[src/crcfr_pkg.sv]
// ----------------------------------------------------------------------------
// crcfr_pkg
// Shared constants, types and the CRC-8/MAXIM byte update for the frame
// receiver.
// ----------------------------------------------------------------------------
package crcfr_pkg;

   localparam logic [7:0] HDR_FIRST   = 8'h55;
   localparam logic [7:0] HDR_SECOND  = 8'hAA;
   localparam logic [7:0] CRC_POLY    = 8'h8C;
   localparam logic [7:0] MIN_PAYLOAD = 8'd5;
   localparam logic [7:0] MAX_PAYLOAD = 8'd32;

   typedef enum logic [1:0] {
      STATUS_OK      = 2'd0,
      STATUS_CRC_ERR = 2'd1,
      STATUS_LEN_ERR = 2'd2
   } status_type;

   typedef struct packed {
      status_type         status;
      logic signed [15:0] left_speed;
      logic signed [15:0] right_speed;
      logic [7:0]         control_flag;
   } result_type;

   // Reflected CRC-8, one byte, LSB first.
   function automatic logic [7:0] crc8_update(input logic [7:0] crc, input logic [7:0] data);
      logic [7:0] v;
      v = crc ^ data;
      for (int i = 0; i < 8; i++) begin
         if (v[0]) begin
            v = (v >> 1) ^ CRC_POLY;
         end else begin
            v = v >> 1;
         end
      end
      return v;
   endfunction

endpackage

[src/crcfr_in_reg.sv]
// ----------------------------------------------------------------------------
// crcfr_in_reg
// Input register: holds one received byte until the parser consumes it.
// ----------------------------------------------------------------------------
module crcfr_in_reg
   import crcfr_pkg::*;
(
   input  logic       clock,
   input  logic       reset,
   input  logic       req_valid,
   output logic       req_ready,
   input  logic [7:0] req_rx_byte,
   input  logic       consume,
   output logic       byte_valid,
   output logic [7:0] byte_data
);

   logic       valid_ff, valid_in;
   logic [7:0] byte_ff, byte_in;
   logic       load;

   assign req_ready = !valid_ff || consume;
   assign load      = req_valid && req_ready;

   always_comb begin
      valid_in = valid_ff;
      byte_in  = byte_ff;
      if (load) begin
         valid_in = 1'b1;
         byte_in  = req_rx_byte;
      end else if (consume) begin
         valid_in = 1'b0;
      end
   end

   always_ff @(posedge clock) begin
      if (reset) begin
         valid_ff <= 1'b0;
      end else begin
         valid_ff <= valid_in;
      end
      byte_ff <= byte_in;
   end

   assign byte_valid = valid_ff;
   assign byte_data  = byte_ff;

endmodule

[src/crcfr_parser.sv]
// ----------------------------------------------------------------------------
// crcfr_parser
// Frame state machine: header hunt, length check, payload capture and
// running CRC-8/MAXIM, one byte per cycle while no finished result is held back.
// ----------------------------------------------------------------------------
module crcfr_parser
   import crcfr_pkg::*;
(
   input  logic       clock,
   input  logic       reset,
   input  logic       byte_valid,
   input  logic [7:0] byte_data,
   input  logic       out_free,
   output logic       consume,
   output logic       emit,
   output result_type result
);

   typedef enum logic [2:0] {
      PH_HUNT  = 3'd0,
      PH_HDR2  = 3'd1,
      PH_LEN   = 3'd2,
      PH_DATA  = 3'd3,
      PH_CHECK = 3'd4
   } phase_type;

   phase_type   phase_ff, phase_in;
   logic [7:0]  crc_ff, crc_in;
   logic [7:0]  length_ff, length_in;
   logic [7:0]  index_ff, index_in;
   logic [15:0] left_ff, left_in;
   logic [15:0] right_ff, right_in;
   logic [7:0]  flag_ff, flag_in;
   logic [8:0]  index_inc;
   logic [7:0]  crc_next;

   assign crc_next  = crc8_update(crc_ff, byte_data);
   assign index_inc = {1'b0, index_ff} + 9'd1;

   always_comb begin
      phase_in  = phase_ff;
      crc_in    = crc_ff;
      length_in = length_ff;
      index_in  = index_ff;
      left_in   = left_ff;
      right_in  = right_ff;
      flag_in   = flag_ff;
      emit      = 1'b0;
      result    = '0;
      unique case (phase_ff)
         PH_HDR2: begin
            if (byte_data == HDR_SECOND) begin
               crc_in   = crc_next;
               phase_in = PH_LEN;
            end else if (byte_data == HDR_FIRST) begin
               crc_in   = crc8_update(8'h00, byte_data);
               phase_in = PH_HDR2;
            end else begin
               crc_in   = 8'h00;
               phase_in = PH_HUNT;
            end
         end
         PH_LEN: begin
            if (byte_data < MIN_PAYLOAD || byte_data > MAX_PAYLOAD) begin
               crc_in        = 8'h00;
               phase_in      = PH_HUNT;
               emit          = 1'b1;
               result.status = STATUS_LEN_ERR;
            end else begin
               crc_in    = crc_next;
               length_in = byte_data;
               index_in  = 8'd0;
               phase_in  = PH_DATA;
            end
         end
         PH_DATA: begin
            case (index_ff)
               8'd0:    left_in[7:0]   = byte_data;
               8'd1:    left_in[15:8]  = byte_data;
               8'd2:    right_in[7:0]  = byte_data;
               8'd3:    right_in[15:8] = byte_data;
               8'd4:    flag_in        = byte_data;
               default: ;
            endcase
            crc_in   = crc_next;
            index_in = index_inc[7:0];
            if (index_inc >= {1'b0, length_ff}) begin
               phase_in = PH_CHECK;
            end
         end
         PH_CHECK: begin
            emit = 1'b1;
            if (byte_data == crc_ff) begin
               result.status       = STATUS_OK;
               result.left_speed   = left_ff;
               result.right_speed  = right_ff;
               result.control_flag = flag_ff;
            end else begin
               result.status = STATUS_CRC_ERR;
            end
            crc_in   = 8'h00;
            phase_in = PH_HUNT;
         end
         default: begin
            if (byte_data == HDR_FIRST) begin
               crc_in   = crc8_update(8'h00, byte_data);
               phase_in = PH_HDR2;
            end else begin
               crc_in   = 8'h00;
               phase_in = PH_HUNT;
            end
         end
      endcase
   end

   // Hold the byte while a result has nowhere to go.
   assign consume = byte_valid && (out_free || !emit);

   always_ff @(posedge clock) begin
      if (reset) begin
         phase_ff  <= PH_HUNT;
         crc_ff    <= 8'h00;
         length_ff <= 8'd0;
         index_ff  <= 8'd0;
         left_ff   <= 16'd0;
         right_ff  <= 16'd0;
         flag_ff   <= 8'd0;
      end else if (consume) begin
         phase_ff  <= phase_in;
         crc_ff    <= crc_in;
         length_ff <= length_in;
         index_ff  <= index_in;
         left_ff   <= left_in;
         right_ff  <= right_in;
         flag_ff   <= flag_in;
      end
   end

endmodule

[src/crcfr_out_reg.sv]
// ----------------------------------------------------------------------------
// crcfr_out_reg
// Result register: holds one frame result until the receiver takes it.
// ----------------------------------------------------------------------------
module crcfr_out_reg
   import crcfr_pkg::*;
(
   input  logic               clock,
   input  logic               reset,
   input  logic               load,
   input  result_type         result,
   output logic               out_free,
   output logic               rsp_valid,
   input  logic               rsp_ready,
   output logic [1:0]         rsp_status,
   output logic signed [15:0] rsp_left_speed,
   output logic signed [15:0] rsp_right_speed,
   output logic [7:0]         rsp_control_flag
);

   logic       valid_ff, valid_in;
   result_type result_ff, result_in;

   assign out_free = !valid_ff || rsp_ready;

   always_comb begin
      valid_in  = valid_ff;
      result_in = result_ff;
      if (load) begin
         valid_in  = 1'b1;
         result_in = result;
      end else if (rsp_ready) begin
         valid_in = 1'b0;
      end
   end

   always_ff @(posedge clock) begin
      if (reset) begin
         valid_ff <= 1'b0;
      end else begin
         valid_ff <= valid_in;
      end
      result_ff <= result_in;
   end

   assign rsp_valid        = valid_ff;
   assign rsp_status       = result_ff.status;
   assign rsp_left_speed   = result_ff.left_speed;
   assign rsp_right_speed  = result_ff.right_speed;
   assign rsp_control_flag = result_ff.control_flag;

endmodule

[src/crc8_frame_receiver.sv]
// ----------------------------------------------------------------------------
// crc8_frame_receiver
// Framed packet receiver with CRC-8/MAXIM check.
// ----------------------------------------------------------------------------
// Usage:
//   req channel: one received byte per item (req_rx_byte). The block hunts
//   for the header 55 AA, reads a length byte and that many payload bytes,
//   then checks the next byte against the running CRC-8/MAXIM.
//   rsp channel: one item per finished frame: status (accepted, checksum
//   mismatch, length out of range), left/right speeds and the control byte.
//   Bytes that complete no frame give no rsp item.
//   Throughput: one byte per cycle while no result is held back (see Stall).
//   The byte sits in an input register, the CRC byte update and phase step
//   run combinationally from it, and a result lands in the output register.
//   Path: a frame's last byte is registered in the input register, and its
//   result in the output register, which drives rsp_valid.
//   Stall: while a result waits in the output register, bytes that finish
//   no frame still flow; a byte that would produce a second result holds in
//   the input register and req_ready drops until rsp_ready frees the slot.
//   Reset: synchronous; the parser returns to header hunt, CRC clears and
//   both registers empty.
// ----------------------------------------------------------------------------
module crc8_frame_receiver
   import crcfr_pkg::*;
(
   input  logic               clock,
   input  logic               reset,
   input  logic               req_valid,
   output logic               req_ready,
   input  logic [7:0]         req_rx_byte,
   output logic               rsp_valid,
   input  logic               rsp_ready,
   output logic [1:0]         rsp_status,
   output logic signed [15:0] rsp_left_speed,
   output logic signed [15:0] rsp_right_speed,
   output logic [7:0]         rsp_control_flag
);

   logic       byte_valid;
   logic [7:0] byte_data;
   logic       consume;
   logic       emit;
   logic       out_free;
   result_type result;

   crcfr_in_reg u_in_reg (
      .clock       (clock),
      .reset       (reset),
      .req_valid   (req_valid),
      .req_ready   (req_ready),
      .req_rx_byte (req_rx_byte),
      .consume     (consume),
      .byte_valid  (byte_valid),
      .byte_data   (byte_data)
   );

   crcfr_parser u_parser (
      .clock      (clock),
      .reset      (reset),
      .byte_valid (byte_valid),
      .byte_data  (byte_data),
      .out_free   (out_free),
      .consume    (consume),
      .emit       (emit),
      .result     (result)
   );

   crcfr_out_reg u_out_reg (
      .clock            (clock),
      .reset            (reset),
      .load             (consume && emit),
      .result           (result),
      .out_free         (out_free),
      .rsp_valid        (rsp_valid),
      .rsp_ready        (rsp_ready),
      .rsp_status       (rsp_status),
      .rsp_left_speed   (rsp_left_speed),
      .rsp_right_speed  (rsp_right_speed),
      .rsp_control_flag (rsp_control_flag)
   );

endmodule

[config.mk]
export PLATFORM = sky130hd
export DESIGN_NAME = crc8_frame_receiver
export DESIGN_NICKNAME = d
export VERILOG_FILES = /design/src/crcfr_pkg.sv /design/src/crcfr_in_reg.sv /design/src/crcfr_parser.sv /design/src/crcfr_out_reg.sv /design/src/crc8_frame_receiver.sv
export SDC_FILE = /design/constraint.sdc
export NUM_CORES = 1
export LEC_CHECK = 0
export BUFFER_PORTS_ARGS = -buffer_cell sky130_fd_sc_hd__buf_2
export CAP_MARGIN = 20
export CORE_AREA = 2 2 99 101
export CTS_BUF_LIST = sky130_fd_sc_hd__clkbuf_8 sky130_fd_sc_hd__clkbuf_16
export CTS_CLUSTER_SIZE = 20
export DETAILED_ROUTE_END_ITERATION = 12
export DIE_AREA = 0 0 101 103
export PLACE_DENSITY_LB_ADDON = 0.1
export SETUP_SLACK_MARGIN = 0.02
export SLEW_MARGIN = 20
export SYNTH_ARGS = -nofsm -noshare
export SYNTH_HDL_FRONTEND = slang
export SYNTH_SLANG_ARGS = --single-unit
[constraint.sdc]
create_clock -name clock -period 3.7 [get_ports clock]
set_clock_uncertainty 0.15 [all_clocks]
set_input_delay 0 -clock clock [delete_from_list [all_inputs] [get_ports clock]]
set_output_delay 0 -clock clock [all_outputs]
set_load 0.05 [all_outputs]
## Word-level counts from Yosys, hierarchy flattened

Index checks and enable logic that the tools add are counted.

| operators by class | value |
|---|---|
| add/sub/neg operators | 1 |
| order comparisons | 3 |
| muxes and demuxes | 78 |
| bitwise operators | 25 |
| equal/unequal tests | 13 |
| reduce and logical (&&, ||, !) cells | 24 |

Operator list:

| operator | number |
|---|---|
| 8-bit 2-to-1 mux | 62 |
| 2-bit NOT with 3-bit output | 23 |
| 8-bit case mux with 4 select lines | 1 |
| 3-bit AND reduction | 7 |
| 8-bit by 2-bit == test with 1-bit output (second input constant) | 2 |
| 8-bit case mux with 2 select lines | 1 |
| 3-bit case mux with 4 select lines | 1 |
| 8-bit by 1-bit adder with 9-bit output (second input constant) | 1 |
| 9-bit by 8-bit greater-or-equal comparator with 1-bit output | 1 |
| 8-bit by 1-bit == test with 1-bit output (second input constant) | 1 |
| 8-bit by 3-bit == test with 1-bit output (second input constant) | 1 |
| 8-bit by 7-bit == test with 1-bit output (second input constant) | 1 |
| 8-bit == test | 1 |
| 8-bit == test (second input constant) | 1 |
| 8-bit by 6-bit greater-than comparator with 1-bit output (second input constant) | 1 |
| 8-bit zero test | 1 |
| 8-bit by 3-bit < comparator with 1-bit output (second input constant) | 1 |
| 8-bit bitwise XOR | 1 |
| 1-bit 2-to-1 mux | 7 |
| 3-bit by 2-bit == test with 1-bit output (second input constant) | 2 |
| 2-bit 2-to-1 mux | 3 |
| 2-bit nonzero test | 3 |
| 1-bit logical OR | 4 |
| 2-bit case mux with 2 select lines | 1 |
| 11 further kinds | 16 |

| storage, ports and cells | value |
|---|---|
| bits of input ports | 12 |
| output and inout port bits | 44 |
| logic and storage cells | 160 |
| flip-flop bits (word level) | 119 |

## Longest topological paths before layout

| depth | value |
|---|---|
| word-level depth | 40 |
| mapped depth | 10 |
| depth with buffers taken out | 10 |

## By module

Synthesis repeated with hierarchy kept, for this count alone.

| unflattened totals | value |
|---|---|
| cells, all modules | 505 |
| area, all modules | 5250.0 um2 |

By module, submodules not included:

| module | area an instance (um2) | cells each | sequential area each (um2) | instances |
|---|---|---|---|---|
| crcfr_parser | 3641.0 | 445 | 1341.3 | 1 |
| crcfr_out_reg | 1307.5 | 46 | 1281.2 | 1 |
| crcfr_in_reg | 295.3 | 13 | 260.2 | 1 |
| crc8_frame_receiver | 6.3 | 1 | 0.0 | 1 |

## Least setup slack after synthesis

No wires, ideal clock.

| timing path | value |
|---|---|
| path type | flip-flop to flip-flop |
| from | reg u_parser.index_ff[3] |
| to | reg u_parser.phase_ff[0] |
| arrival | 2476 ps |
| cell stages (with the launch flop) | 11 |
| buffers on the path | 0 |
| path slack | 983 ps |
| clock period less this slack | 2717 ps |
| data required time | 3459 ps |
| library setup time | 91 ps |
| cell sequence | dfxtp_1 -> and3_1 -> and3_1 -> nand3_1 -> xnor2_1 -> ha_1 -> and3_1 -> a2111oi_1 -> o221a_2 -> nor2_1 -> a311oi_1 |

| on the way | value |
|---|---|
| word-level cells in the longest chain between the ends | 4 |

RTL lines:

| what | line | source |
|---|---|---|
| start: declaration | crcfr_parser.sv:30 | `logic [7:0] index_ff, index_in;` |
| start signal: assignment | crcfr_parser.sv:132 | `index_ff <= index_in;` |
| 8-bit by 1-bit adder with 9-bit output | crcfr_parser.sv:38 | `assign index_inc = {1'b0, index_ff} + 9'd1;` |
| 9-bit by 8-bit greater-or-equal comparator with 1-bit output | crcfr_parser.sv:87 | `if (index_inc >= {1'b0, length_ff}) begin` |
| 2-bit by 1-bit != test with 1-bit output (no line) | -- |  |
| 2-bit AND reduction (no line) | -- |  |
| end signal: assignment | crcfr_parser.sv:129 | `phase_ff <= phase_in;` |
| end: declaration | crcfr_parser.sv:27 | `phase_type phase_ff, phase_in;` |

Every way passes these cells.
A chain may end at the register's enable or synchronous reset.

## Worst setup path in the final report

Ends and elaborated chain as after synthesis.

==> metrics.txt <==
M3 GR Usage=0.0583; Core ar.=9460 µm²; largest net degree at the start of global routing=66; grt met1 use=0.276; crit path launch type=flip-flop; max-slew violation count=0; post-synth cell types=62; Max IR drop VDD=315 µV; Post-CTS Setup Repair Bufs=0; DRT Pass-1 Iters=4; Critical Path RT=3.97 ns; Post-CTS Hold Buffers=12; routability cong.=0.835; n_diodes=0; Ports=56; Worst Path Arrival=3.28 ns; CTS Sinks=119; Post-synth EDFFs=50; first-pass GRT wire length=17.3 mm; die area=10,400 µm²; outcome=complete, no violations; flops & latches, synth=119; Period minus WS final=3.01 ns; Area Growth Syn to Fin=18.0%; Post-Syn Nets=525; post-synthesis sequential area ratio=0.534; Post-synth top cells=dfxtp_1, nand2_1, edfxtp_1; Max Freq=332 MHz; crit path cell chain=and3_1 > and3_1 > nand3_1 > xnor2_1 > ha_1 > and3_1 > a2111oi_1 > o221a_2 > nor2_1 > a311oi_1; count leader, synth=dfxtp_1; DR iter-0 viols=161; Critical Path Max Stage Delay=0.45 ns; final WL=10.8 mm; critical path fanouts, max=7; Final Hold Fails=0; ys async rst share=0; cell mode on critical path=and3_1; Starting Density=0.571; min-delay worst type=in2reg; CTS resizes=0; Final Setup Violations=0; CTS tree=yes; # rows=36; post-synthesis cell count=501; Placed Area=5650 µm²; worst skew pair latency=0.51 ns; Cell Pwr Density=504 nW/µm²; Clock transition at path regs=0.06 ns; P_leak=0.00255 µW; final worst-path setup slack=0.687 ns; CP Class=reg2reg; htree depth=4; # Max-Cap Violations=0; setup_tns=0 ns; Buffers on Ports=55; clock buffer depth=2; post-synth top area share=0.278; via count=3,752; TritonCTS buffer count=17; Least-Margin Pin Slew=0.696 ns; largest cells by area after synthesis=edfxtp_1, dfxtp_1, and2_1, a21oi_1, nand2_1; FF-to-FF setup slack=0.69 ns; post-synthesis cell area=5400 µm²; Hold Path Depth=2; vias in the first global route=3,529; element type at the critical path end=flip-flop; Post-route DRC=0; Clock Tree Root=clkbuf_8; Post-Syn Area per Cell=10.8 µm²; GRT met2 Usage=0.368; yosys warns=0; slowest CP cell=dfxtp_1; total track usage=0.219; drt wl/cell=15.6 µm; initial antenna violation count=0; share of layout cells above drive strength 1=0.204; Via density=5.42; nets@finish=589; grt ovf=0; fin area=6370 µm²; cell taking the most area after synthesis=edfxtp_1; max-slew headroom at the worst pin=0.536; ys flop type=dfxtp_1; Final ANT Viol Nets=0; period utilization=0.814; pre-CTS setup slack=0.736 ns; HPWL reported at the end of detailed placement=7.06 mm; gr busiest metal=met2; die height=103 µm; R2R depth=10; unrepaired setup endpoints after global routing=no; chip width=101 µm
-- layer usage --
| layer | vias up | routed length (µm) | part of all wire |
|---|---|---|---|
| met4 | 0 | 131 | 0.012 |
| met1 | 1775 | 4840 | 0.45 |
| met2 | 90 | 5370 | 0.50 |
| met3 | 14 | 460 | 0.043 |
| li1 | 1873 | - | - |
| met5 | - | 0 | 0 |
-- worst paths after layout --
kind | from | endpoint
min | req_rx_byte[1] | u_in_reg.byte_data[1]$_DFFE_PP_
max | u_parser.index_ff[3]$_SDFFE_PP0P_ | u_parser.phase_ff[0]$_SDFFE_PP0P_
min reg2reg | u_parser.right_ff[1]$_SDFFE_PP0P_ | u_parser.right_ff[1]$_SDFFE_PP0P_
max reg2reg | u_parser.index_ff[3]$_SDFFE_PP0P_ | u_parser.phase_ff[0]$_SDFFE_PP0P_
-- cell families after synthesis --
family	synth area share
flip-flops	0.534
AO/OA/AOI/OAI	0.0925
XOR/XNOR	0.0552
adder cells (fa/ha/maj)	0.0278
buffers and inverters	0.0522
multiplexers	0.0352
AND/OR/NAND/NOR	0.203
-- critical path, delay by kind of cell (launching register included) --
| kind | cells | cell delay, ns |
|---|---|---|
| AOI/OAI and AO/OA | 3 | 1.01 |
| xor gates and xnor gates | 1 | 0.21 |
| adders and majority gates | 1 | 0.27 |
| DFF | 1 | 0.45 |
| and+or+nand+nor | 5 | 0.84 |
-- per-stage QoR --
step            util  instances  hold slack [ns]  total power [µW]
6_report       0.673        692           0.0450              3210
2_1_floorplan      -        501          -0.0511              1560
3_3_place_gp   0.597        648           0.0271              1580
4_1_cts        0.673        692           0.0284              3230
3_5_place_dp   0.597        648           0.0281              1590
5_1_grt        0.673        692           0.0315              3310
-- cell usage in the layout (no fill, tap or decap), types with 3 or more instances in the layout --
cell type      instances
mux2i_1               19
clkbuf_16             16
and3_1                 4
ha_1                  12
dfxtp_1               69
dlygate4sd3_1         12
inv_1                 12
a311oi_1               5
o21ai_1                5
xnor2_2                4
clkinvlp_4             5
xnor2_1               14
buf_2                 55
nor2_1                39
nand3_1               33
bufinv_16              3
and2_1                42
buf_4                  9
nand2_1               54
clkinv_4               3
edfxtp_1              50
a21oi_1               47
nor3_1                 5
xor2_1                10
-- where the power goes --
group / leakage [µW] / total (µW) / switching [µW] / internal [µW]
Clock: 0.000278 / 1640 / 594 / 1050
Sequential: 0.00105 / 1400 / 24.4 / 1380
Combinational: 0.00122 / 167 / 98.5 / 68.4
-- flip-flops by register name, indices dropped and copies added (netlist names) --
name / flops
u_parser.length_ff: 8
u_parser.phase_ff: 3
u_in_reg.byte_valid: 1
u_out_reg.rsp_control_flag: 8
u_out_reg.rsp_left_speed: 16
u_out_reg.rsp_status: 2
u_out_reg.rsp_right_speed: 16
u_parser.flag_ff: 8
u_parser.left_ff: 16
u_parser.index_ff: 8
u_out_reg.rsp_valid: 1
u_parser.right_ff: 16
u_parser.crc_ff: 8
u_in_reg.byte_data: 8
-- cell type report --
type	count	area [µm²]
Tap cell	114	143
Timing Repair Buffer	76	463
Fill cell	748	3090
Sequential cell	119	2880
Clock inverter	14	175
Clock buffer	18	428
Multi-Input combinational cell	339	2230
Inverter	12	45.0
(Power assumes the default switching activity.)
